$ cat src/hdl/mvdp_pkg.sv
// Package for the meshlet vertex deduplicating packer.
// Holds widths, register indexes and the controller/datapath command and status types.
// No dependencies.
package mvdp_pkg;

  // Vertex store geometry.
  localparam int VertexSlots = 64;
  localparam int SlotW       = $clog2(VertexSlots);
  localparam int CountW      = SlotW + 1;

  // Field widths.
  localparam int VertexW  = 32;
  localparam int LocalW   = 10;
  localparam int TriW     = 10;
  localparam int MaxVertW = 7;
  localparam int CfgIdxW  = 2;
  localparam int CfgDataW = 10;

  // Configuration register indexes.
  localparam logic [CfgIdxW-1:0] CfgMaxVertices   = 2'd0;
  localparam logic [CfgIdxW-1:0] CfgMaxPrimitives = 2'd1;

  // Commands from the controller to the datapath.
  typedef struct packed {
    logic load;
    logic search_step;
    logic append_step;
    logic emit;
  } mvdp_cmd_t;

  // Status from the datapath to the controller.
  typedef struct packed {
    logic room;
    logic search_done;
    logic fits;
    logic append_last;
  } mvdp_status_t;

endpackage

$ cat src/hdl/mvdp_ctrl.sv
// Controller state machine of the meshlet vertex deduplicating packer.
// Depends on mvdp_pkg for the command and status types.
module mvdp_ctrl
  import mvdp_pkg::*;
(
  input  logic         clk_i,
  input  logic         rst_ni,
  input  logic         start_i,
  input  mvdp_status_t status_i,
  output mvdp_cmd_t    cmd_o,
  output logic         busy_o
);

  localparam logic [2:0] StIdle   = 3'd0;
  localparam logic [2:0] StSearch = 3'd1;
  localparam logic [2:0] StDecide = 3'd2;
  localparam logic [2:0] StAppend = 3'd3;
  localparam logic [2:0] StFinish = 3'd4;

  logic [2:0] state_q, state_d;

  // Next state and command decode.
  always_comb begin
    state_d = state_q;
    cmd_o   = '0;
    unique case (state_q)
      StIdle: begin
        if (start_i) begin
          cmd_o.load = 1'b1;
          state_d    = StSearch;
        end
      end
      StSearch: begin
        // A full meshlet rejects the triangle without a search.
        if (!status_i.room) begin
          state_d = StFinish;
        end else if (status_i.search_done) begin
          state_d = StDecide;
        end else begin
          cmd_o.search_step = 1'b1;
        end
      end
      StDecide: begin
        state_d = status_i.fits ? StAppend : StFinish;
      end
      StAppend: begin
        cmd_o.append_step = 1'b1;
        if (status_i.append_last) begin
          state_d = StFinish;
        end
      end
      StFinish: begin
        cmd_o.emit = 1'b1;
        state_d    = StIdle;
      end
      default: begin
        state_d = StIdle;
      end
    endcase
  end

  // State register.
  always_ff @(posedge clk_i or negedge rst_ni) begin
    if (!rst_ni) begin
      state_q <= StIdle;
    end else begin
      state_q <= state_d;
    end
  end

  assign busy_o = (state_q != StIdle);

endmodule

$ cat src/hdl/mvdp_datapath.sv
// Datapath of the meshlet vertex deduplicating packer: configuration registers,
// vertex store memory, search compare, append logic and result registers.
// Depends on mvdp_pkg.
module mvdp_datapath
  import mvdp_pkg::*;
(
  input  logic                clk_i,
  input  logic                rst_ni,
  input  mvdp_cmd_t           cmd_i,
  output mvdp_status_t        status_o,
  input  logic                cfg_valid_i,
  input  logic [CfgIdxW-1:0]  cfg_index_i,
  input  logic [CfgDataW-1:0] cfg_data_i,
  output logic                cfg_ready_o,
  input  logic                new_meshlet_i,
  input  logic [VertexW-1:0]  vertex_a_i,
  input  logic [VertexW-1:0]  vertex_b_i,
  input  logic [VertexW-1:0]  vertex_c_i,
  output logic                done_o,
  output logic                accepted_o,
  output logic [LocalW-1:0]   local_a_o,
  output logic [LocalW-1:0]   local_b_o,
  output logic [LocalW-1:0]   local_c_o,
  output logic [2:0]          appended_mask_o,
  output logic [MaxVertW-1:0] vertex_total_o,
  output logic [TriW-1:0]     triangle_total_o,
  output logic                meshlet_full_o
);

  logic [MaxVertW-1:0] max_vert_q;
  logic [TriW-1:0]     max_prim_q;
  logic [CountW-1:0]   vcount_q;
  logic [TriW-1:0]     tcount_q;
  logic [CountW-1:0]   vlimit;

  logic [2:0][VertexW-1:0] corner_q;
  logic [2:0][CountW-1:0]  slot_q;
  logic [2:0]              hit_q;
  logic [2:0]              mask_q;
  logic                    ok_q;

  logic [CountW-1:0] rd_idx_q;
  logic [CountW-1:0] cmp_idx_q;
  logic              cmp_vld_q;
  logic [VertexW-1:0] rdata_q;
  logic              issue;

  logic [1:0]        ap_idx_q;
  logic              wr_en;
  logic [1:0]        fresh;
  logic [CountW:0]   vsum;

  logic [VertexW-1:0] mem_q [VertexSlots];

  logic done_q;

  // Configuration is always taken; the user must send it only while idle, which the block does not enforce.
  assign cfg_ready_o = 1'b1;

  // The limit in force is the smaller of the register and the store depth.
  assign vlimit = (max_vert_q >= MaxVertW'(VertexSlots)) ? CountW'(VertexSlots)
                                                          : CountW'(max_vert_q);

  // Count of corners that found no match, and the vertex count they would give.
  assign fresh = {1'b0, ~hit_q[0]} + {1'b0, ~hit_q[1]} + {1'b0, ~hit_q[2]};
  assign vsum  = {1'b0, vcount_q} + (CountW+1)'(fresh);

  assign issue = cmd_i.search_step && (rd_idx_q < vcount_q);
  assign wr_en = cmd_i.append_step && !hit_q[ap_idx_q];

  // Status to the controller.
  assign status_o.room        = (vcount_q < vlimit) && (tcount_q < max_prim_q);
  assign status_o.search_done = (rd_idx_q == vcount_q) && !cmp_vld_q;
  assign status_o.fits        = (vsum <= {1'b0, vlimit});
  assign status_o.append_last = (ap_idx_q == 2'd2);

  // Configuration registers.
  always_ff @(posedge clk_i or negedge rst_ni) begin
    if (!rst_ni) begin
      max_vert_q <= MaxVertW'(64);
      max_prim_q <= TriW'(126);
    end else if (cfg_valid_i && cfg_ready_o) begin
      unique case (cfg_index_i)
        CfgMaxVertices:   max_vert_q <= cfg_data_i[MaxVertW-1:0];
        CfgMaxPrimitives: max_prim_q <= cfg_data_i[TriW-1:0];
        default: ;
      endcase
    end
  end

  // Meshlet counters and search/append control counters.
  always_ff @(posedge clk_i or negedge rst_ni) begin
    if (!rst_ni) begin
      vcount_q  <= '0;
      tcount_q  <= '0;
      rd_idx_q  <= '0;
      cmp_vld_q <= 1'b0;
      ap_idx_q  <= '0;
      done_q    <= 1'b0;
    end else begin
      done_q <= cmd_i.emit;
      if (cmd_i.load) begin
        rd_idx_q  <= '0;
        cmp_vld_q <= 1'b0;
        ap_idx_q  <= '0;
        if (new_meshlet_i) begin
          vcount_q <= '0;
          tcount_q <= '0;
        end
      end else begin
        cmp_vld_q <= issue;
        if (issue) begin
          rd_idx_q <= rd_idx_q + CountW'(1);
        end
        if (cmd_i.append_step) begin
          ap_idx_q <= ap_idx_q + 2'd1;
          if (wr_en) begin
            vcount_q <= vcount_q + CountW'(1);
          end
          // The triangle is committed with the last append step.
          if (ap_idx_q == 2'd2) begin
            tcount_q <= tcount_q + TriW'(1);
          end
        end
      end
    end
  end

  // Vertex store: one write and one registered read per cycle.
  always_ff @(posedge clk_i) begin
    if (wr_en) begin
      mem_q[vcount_q[SlotW-1:0]] <= corner_q[ap_idx_q];
    end
    if (issue) begin
      rdata_q   <= mem_q[rd_idx_q[SlotW-1:0]];
      cmp_idx_q <= rd_idx_q;
    end
  end

  // Per-triangle working registers: corners, hits, slots, append mask and accept flag.
  always_ff @(posedge clk_i) begin
    if (cmd_i.load) begin
      corner_q[0] <= vertex_a_i;
      corner_q[1] <= vertex_b_i;
      corner_q[2] <= vertex_c_i;
      hit_q       <= '0;
      mask_q      <= '0;
      ok_q        <= 1'b0;
      slot_q      <= '0;
    end else begin
      // Entries are compared in ascending order, so the highest match wins.
      if (cmp_vld_q) begin
        for (int j = 0; j < 3; j++) begin
          if (rdata_q == corner_q[j]) begin
            hit_q[j]  <= 1'b1;
            slot_q[j] <= cmp_idx_q;
          end
        end
      end
      if (wr_en) begin
        slot_q[ap_idx_q] <= vcount_q;
        mask_q[ap_idx_q] <= 1'b1;
      end
      if (cmd_i.append_step && (ap_idx_q == 2'd2)) begin
        ok_q <= 1'b1;
      end
    end
  end

  // Result registers, loaded once per triangle.
  always_ff @(posedge clk_i) begin
    if (cmd_i.emit) begin
      accepted_o       <= ok_q;
      local_a_o        <= ok_q ? LocalW'(slot_q[0]) : '0;
      local_b_o        <= ok_q ? LocalW'(slot_q[1]) : '0;
      local_c_o        <= ok_q ? LocalW'(slot_q[2]) : '0;
      appended_mask_o  <= ok_q ? mask_q : 3'd0;
      vertex_total_o   <= MaxVertW'(vcount_q);
      triangle_total_o <= tcount_q;
      meshlet_full_o   <= (vcount_q >= vlimit) || (tcount_q >= max_prim_q);
    end
  end

  assign done_o = done_q;

endmodule

$ cat src/hdl/meshlet_vertex_dedup_packer.sv
// Top level of the meshlet vertex deduplicating packer.
// Joins mvdp_ctrl and mvdp_datapath; depends on mvdp_pkg.
//
//   Channel   Handshake                     Word
//   --------  ----------------------------  ---------------------------------------
//   triangle  start_i, busy_o               new_meshlet_i, vertex_a/b/c_i
//   result    done_o (one-cycle strobe)     accepted_o, local_a/b/c_o, appended_mask_o,
//                                           vertex_total_o, triangle_total_o,
//                                           meshlet_full_o
//   config    cfg_valid_i, cfg_ready_o      cfg_index_i, cfg_data_i
//
// A word is taken when start_i is high and busy_o is low. The vertex store is read
// through one registered port, one entry a cycle. A triangle rejected on a full
// meshlet skips the search, and one whose new corners do not fit skips the appends;
// both still get their strobe. Appends step through the three corners in turn on the
// single write port, writing only those that found no match. busy_o drops with the
// strobe, so the next word can be taken at the edge that ends it. Reset clears the
// counts and restores the limits to 64 and 126; the store needs no clearing. The
// receiver cannot stall: the strobe is not held, but the result words stay until
// the next strobe.
module meshlet_vertex_dedup_packer
  import mvdp_pkg::*;
(
  input  logic                clk_i,
  input  logic                rst_ni,
  input  logic                start_i,
  output logic                busy_o,
  input  logic                new_meshlet_i,
  input  logic [VertexW-1:0]  vertex_a_i,
  input  logic [VertexW-1:0]  vertex_b_i,
  input  logic [VertexW-1:0]  vertex_c_i,
  output logic                done_o,
  output logic                accepted_o,
  output logic [LocalW-1:0]   local_a_o,
  output logic [LocalW-1:0]   local_b_o,
  output logic [LocalW-1:0]   local_c_o,
  output logic [2:0]          appended_mask_o,
  output logic [MaxVertW-1:0] vertex_total_o,
  output logic [TriW-1:0]     triangle_total_o,
  output logic                meshlet_full_o,
  input  logic                cfg_valid_i,
  output logic                cfg_ready_o,
  input  logic [CfgIdxW-1:0]  cfg_index_i,
  input  logic [CfgDataW-1:0] cfg_data_i
);

  mvdp_cmd_t    cmd;
  mvdp_status_t status;

  // Sequencer.
  mvdp_ctrl u_ctrl (
    .clk_i    (clk_i),
    .rst_ni   (rst_ni),
    .start_i  (start_i),
    .status_i (status),
    .cmd_o    (cmd),
    .busy_o   (busy_o)
  );

  // Store, compare and result datapath.
  mvdp_datapath u_datapath (
    .clk_i            (clk_i),
    .rst_ni           (rst_ni),
    .cmd_i            (cmd),
    .status_o         (status),
    .cfg_valid_i      (cfg_valid_i),
    .cfg_index_i      (cfg_index_i),
    .cfg_data_i       (cfg_data_i),
    .cfg_ready_o      (cfg_ready_o),
    .new_meshlet_i    (new_meshlet_i),
    .vertex_a_i       (vertex_a_i),
    .vertex_b_i       (vertex_b_i),
    .vertex_c_i       (vertex_c_i),
    .done_o           (done_o),
    .accepted_o       (accepted_o),
    .local_a_o        (local_a_o),
    .local_b_o        (local_b_o),
    .local_c_o        (local_c_o),
    .appended_mask_o  (appended_mask_o),
    .vertex_total_o   (vertex_total_o),
    .triangle_total_o (triangle_total_o),
    .meshlet_full_o   (meshlet_full_o)
  );

endmodule
$ cat config.mk
export PLATFORM = sky130hd
export DESIGN_NAME = meshlet_vertex_dedup_packer
export DESIGN_NICKNAME = d
export VERILOG_FILES = /design/src/hdl/mvdp_pkg.sv /design/src/hdl/mvdp_ctrl.sv /design/src/hdl/mvdp_datapath.sv /design/src/hdl/meshlet_vertex_dedup_packer.sv
export SDC_FILE = /design/constraint.sdc
export NUM_CORES = 2
export LEC_CHECK = 0
export BUFFER_PORTS_ARGS = -buffer_cell sky130_fd_sc_hd__buf_4
export CAP_MARGIN = 15
export CORE_MARGIN = 2
export CORE_UTILIZATION = 34
export DETAILED_ROUTE_END_ITERATION = 7
export PLACE_DENSITY = 0.52
export SLEW_MARGIN = 20
export SYNTH_ARGS = -nofsm -noshare
export SYNTH_HDL_FRONTEND = slang
export SYNTH_HIERARCHICAL = 1
export SYNTH_SLANG_ARGS = --single-unit
$ cat constraint.sdc
create_clock -name clk_i -period 17.2 [get_ports clk_i]
set_input_delay 0 -clock clk_i [delete_from_list [all_inputs] [get_ports clk_i]]
set_output_delay 0 -clock clk_i [all_outputs]
set_load 0.05 [all_outputs]
# Yosys cells after proc, flatten, opt, wreduce, memory -nomap -nowiden
# Memories as Yosys holds them, arrays and structs flattened. A register that Yosys moved wholly into a read port is not among the register bits.
# Cells that the tools add are included.
# word_totals
regBits	231
mem_bits_rw	2048
in_bits	113
wordCells	135
mem_count	1
# mem_list
memory	words	width	read_ports	rd_clocked_by_memory_dff	wr	line_no	rtl
u_datapath.mem_q	64	32	1	1	1	mvdp_datapath.sv:53	logic [VertexW-1:0] mem_q [VertexSlots];
# classes
addsub	7
n_lt_le_gt_ge	9
eq_ne	14
muxes	44
bitwise	4
n_reduce_logical	24
# ops
operator	n
$eq 32x32->1	3
$mux 7	11
$bmux 32 s2	1
$mux 21	3
$mux 10	4
$mux 32	1
$bwmux 21	1
$mux 3	5
$add 7x1->7 const B	2
$demux 7 s2	1
$lt 7x7->1	2
$mux 1	12
$pmux 3 s4	1
$add 10x1->10 const B	1
$ge 10x10->1	1
$lt 10x10->1	1
$reduce_and 2->1	5
$reduce_and 3->1	3
$add 7x2->8	1
$le 8x7->1	1
$reduce_bool 2->1	4
$eq 7x7->1	1
$ge 7x7->1	1
$ge 7x7->1 const B	1
23 further kinds	35

# Depth between registers and ports, before layout
# logic_depth
ltp_word	9
depth_mapped	18
mapped_depth_nobuf	16

# Cells and area by module
# The synthesis kept the hierarchy.
# by_module_without_submodules
mod	n_inst	cells_per_inst	area_per_inst_um2	seq_area_each_um2
mvdp_datapath	1	4116	89578.4	68539.5
mvdp_ctrl	1	24	224.0	75.1

# Worst setup path before layout
# OpenSTA, ideal clock, no wires.
# synth_path
path_kind	reg-to-reg
from	register u_ctrl.state_q[1]
to	register u_datapath.tcount_q[5]
setup_time_ns	0.132
arrival_time_ns	6.405
path_slack_ns	10.663
path_stages_with_launch	9
path_buffers	1
synth_period_minus_slack_ns	6.537
cell_sequence	dfrtp_1 -> buf_6 -> or3_1 -> nor2_1 -> o21ai_0 -> and4_1 -> nand3_1 -> xor2_1 -> nor2_1
# synth_lines
element	line_no	rtl
from (decl)	mvdp_ctrl.sv:20	logic [2:0] state_q, state_d;
from (signal assigned)	mvdp_ctrl.sv:65	state_q <= StIdle;
from (signal assigned)	mvdp_ctrl.sv:67	state_q <= state_d;
to (signal assigned)	mvdp_datapath.sv:122	tcount_q <= tcount_q + TriW'(1);
to (decl)	mvdp_datapath.sv:33	logic [TriW-1:0] tcount_q;

==> run metrics <==
Fill cells=23200; Die Ht=518 um; Worst-Margin Slew=1.15 ns; H-tree Lvls=4; placed cell area=96400 um2; Multi-input gate area=20800 um2; routed wire length per instance=30.2 um; Hold Vio Cnt, Final=0; Pwr Total=16.2 mW; final std cells w/o fill=8417; WL final=254000 um; warning count from the yosys run=6; TritonCTS clock tree=yes; setup_tns=0 ns; f_max=188 MHz; clock skew=0.0322 ns; Setup violations, final=0; synthesized flop and latch total=2302; post-cts resize count=0; die area=268000 um2; setup bufs post-CTS=0; Final period util=31.0%; Clock Tree Buf Depth=3; required time worst endpoint=17.70 ns; Peak VDD IR=0.171 mV; row count=188; Yosys cell types=60; root buf cell=clkbuf_16; Final Core Density=40.4%; HPWL after DPL=139000 um; share of layout cells above drive strength 1=27.9%; minimum clock period=5.33 ns; synthesis-to-finish area growth=18.1%; EDFF count, synth=2226; TritonCTS Buffers=231; outcome=finished, final reports clean; top post-synthesis cells by area=edfxtp_1 74%, mux4_2 14%, mux2i_1 1.4%, dfrtp_1 1.1%, xnor2_1 0.99%; IO Port Bufs=157; largest net degree at the start of global routing=98; vias in the first global route=45300; RSZ-0062 raised after global routing=no; count of clock tree sinks=2302; Rel. slew slack=23.5%; Final #Nets=4845; worst-path fanout max=32; Final Cell Area=106000 um2; fraction of registers with async set or reset after synthesis=2.09%; Vias=44700; commonest non-fill, non-tap cells in the layout=2226 x edfxtp_1, 574 x mux4_2, 300 x buf_4, 233 x clkbuf_16, 227 x dlygate4sd3_1; initial antenna violation count=14; top-area cell type share of the netlist area=74.4%; syn avg cell area=21.7 um2; global-route wire length before repair=356000 um; routability cong.=0.824; Vias/cell=5.32; clock slew at reported path FFs=0.06 ns; DR pass1 iterations=6; Netlist Area Pre-Place=89800 um2; Core ar.=263000 um2; Syn Inst Count=4140; Worst Setup Path Type=reg -> reg; Max Cap Violations=0; Worst-Skew Late Latency=0.87 ns; leading cell type in the layout, fill and taps excluded=edfxtp_1; CP endpoint kind=flip-flop; sequential-to-total area share from yosys stat=76.4%; storage element area=68600 um2; pwr dens=153 nW/um2; initial core utilization=34.2%; largest area contributor in the netlist=edfxtp_1; Die Wd=518 um; initial drt markers=4879; Worst Hold Class=in -> reg; I/O pins=168; CP Data Arrival Time=5.83 ns; Post-Place Cells=7744; top_reg_cell synth=edfxtp_1; Slew Limit Fails=0; residual DRC count=0; crit path launch type=flip-flop; Overflow after GRT=0; Routed Antenna Nets=0; gr usage total=18.7%; leak pwr=33.0 nW
cell usage after synthesis (6+ instances only):
cell type / n
xnor2_1: 101
clkbuf_1: 77
a211oi_1: 58
inv_1: 33
o22ai_1: 6
o21ai_0: 49
xor2_1: 19
a22oi_1: 43
nand3_1: 26
nor4_1: 7
buf_4: 36
nand4_1: 27
nand2_1: 84
nor2b_1: 44
ha_1: 39
dfstp_2: 7
mux4_2: 574
edfxtp_1: 2226
buf_1: 30
and2_1: 30
dfrtp_1: 41
nor2_1: 145
a21oi_1: 81
mux2_2: 43
o221ai_1: 11
buf_2: 77
mux2i_1: 125
dfxtp_1: 28
through the flow:
step	worst slack, ns	hold slack [ns]
final	11.87	0.146
after global routing	11.58	0.150
after CTS	11.88	0.0604
after detailed placement	11.91	0.0931
after global placement	11.84	0.0920
after floorplan	10.66	-0.296
path summary, 6_finish.rpt:
check,start,endpoint,slack (ns),cells after the start
max reg2reg,u_datapath/max_vert_q[6]$_DFFE_PN1P_,u_datapath/rdata_q[6]$_DFFE_PP_,11.87,15
max in group asynchronous,rst_ni,u_datapath/rd_idx_q[1]$_DFFE_PN0P_,16.63,4
min reg2reg,u_datapath/mask_q[2]$_SDFFE_PP0P_,u_datapath/mask_q[2]$_SDFFE_PP0P_,0.49,2
min,new_meshlet_i,u_datapath/vcount_q[0]$_DFFE_PN0P_,0.15,5
min in group asynchronous,rst_ni,u_datapath/max_vert_q[6]$_DFFE_PN1P_,0.28,3
max,u_datapath/max_vert_q[6]$_DFFE_PN1P_,u_datapath/rdata_q[6]$_DFFE_PP_,11.87,15
critical path, cell delays in order (launching register included):
cell,delay [ns]
dfstp_2,0.55
inv_1,0.11
nand2_1,0.12
ha_1,0.25
nor2b_1,0.14
o21ai_0,0.20
a21oi_1,0.10
or4_1,0.50
a21oi_1,0.25
or3b_4,0.44
nor3b_1,0.34
or4b_2,0.65
o21ai_0,0.19
a21oi_1,0.22
inv_2,0.29
buf_4,0.59
state kept, by name, indices dropped and copies added (netlist names), 10 cells and up:
register	count
u_datapath/slot_q	21
u_datapath/rdata_q	32
u_datapath/mem_q	2048
u_datapath/max_prim_q	10
u_datapath/triangle_total_o	10
u_datapath/tcount_q	10
u_datapath/corner_q	96
repair_timing:
item,CTS,global route
setup endpoints to repair,0,0
hold endpoints to repair,182,0
hold buffers,228,0
where the power goes:
group	switching, mW	internal [mW]
Clock	2.12	2.75
Sequential	0.238	7.22
Combinational	2.58	1.34
Total	4.93	11.3
area by class of cell:
type	instances	area share [%]
Inverter	37	0.131
Timing Repair Buffer	535	4.41
Multi-Input combinational cell	1584	19.7
Sequential cell	2302	64.7
Tap cell	3515	4.15
Clock buffer	301	5.80
Antenna cell	8	0.0189
Clock inverter	135	1.09
routing by layer:
metal | routed length [um] | track usage, % | up-vias | part of all wire [%]
met5 | 12 | 0 | - | 0.0047
met4 | 5890 | 4.62 | 2 | 2.3
met3 | 15600 | 2.72 | 279 | 6.2
met2 | 122000 | 30.2 | 1568 | 48
met1 | 110000 | 26.7 | 24600 | 44
li1 | - | - | 18300 | -
cell families (layout without fill, tap and decap cells):
group	Yosys count	after routing	share of synthesized area (%)
simple gates	402	402	2.17
flops	2302	2302	76.4
compound gates	269	269	1.94
fa+ha+maj	41	41	0.588
buf+inv	262	1008	1.39
xor+xnor	120	120	1.17
mux	742	742	16.3
other cells	2	18	0.00836
Power figures use the tool's default switching activity.
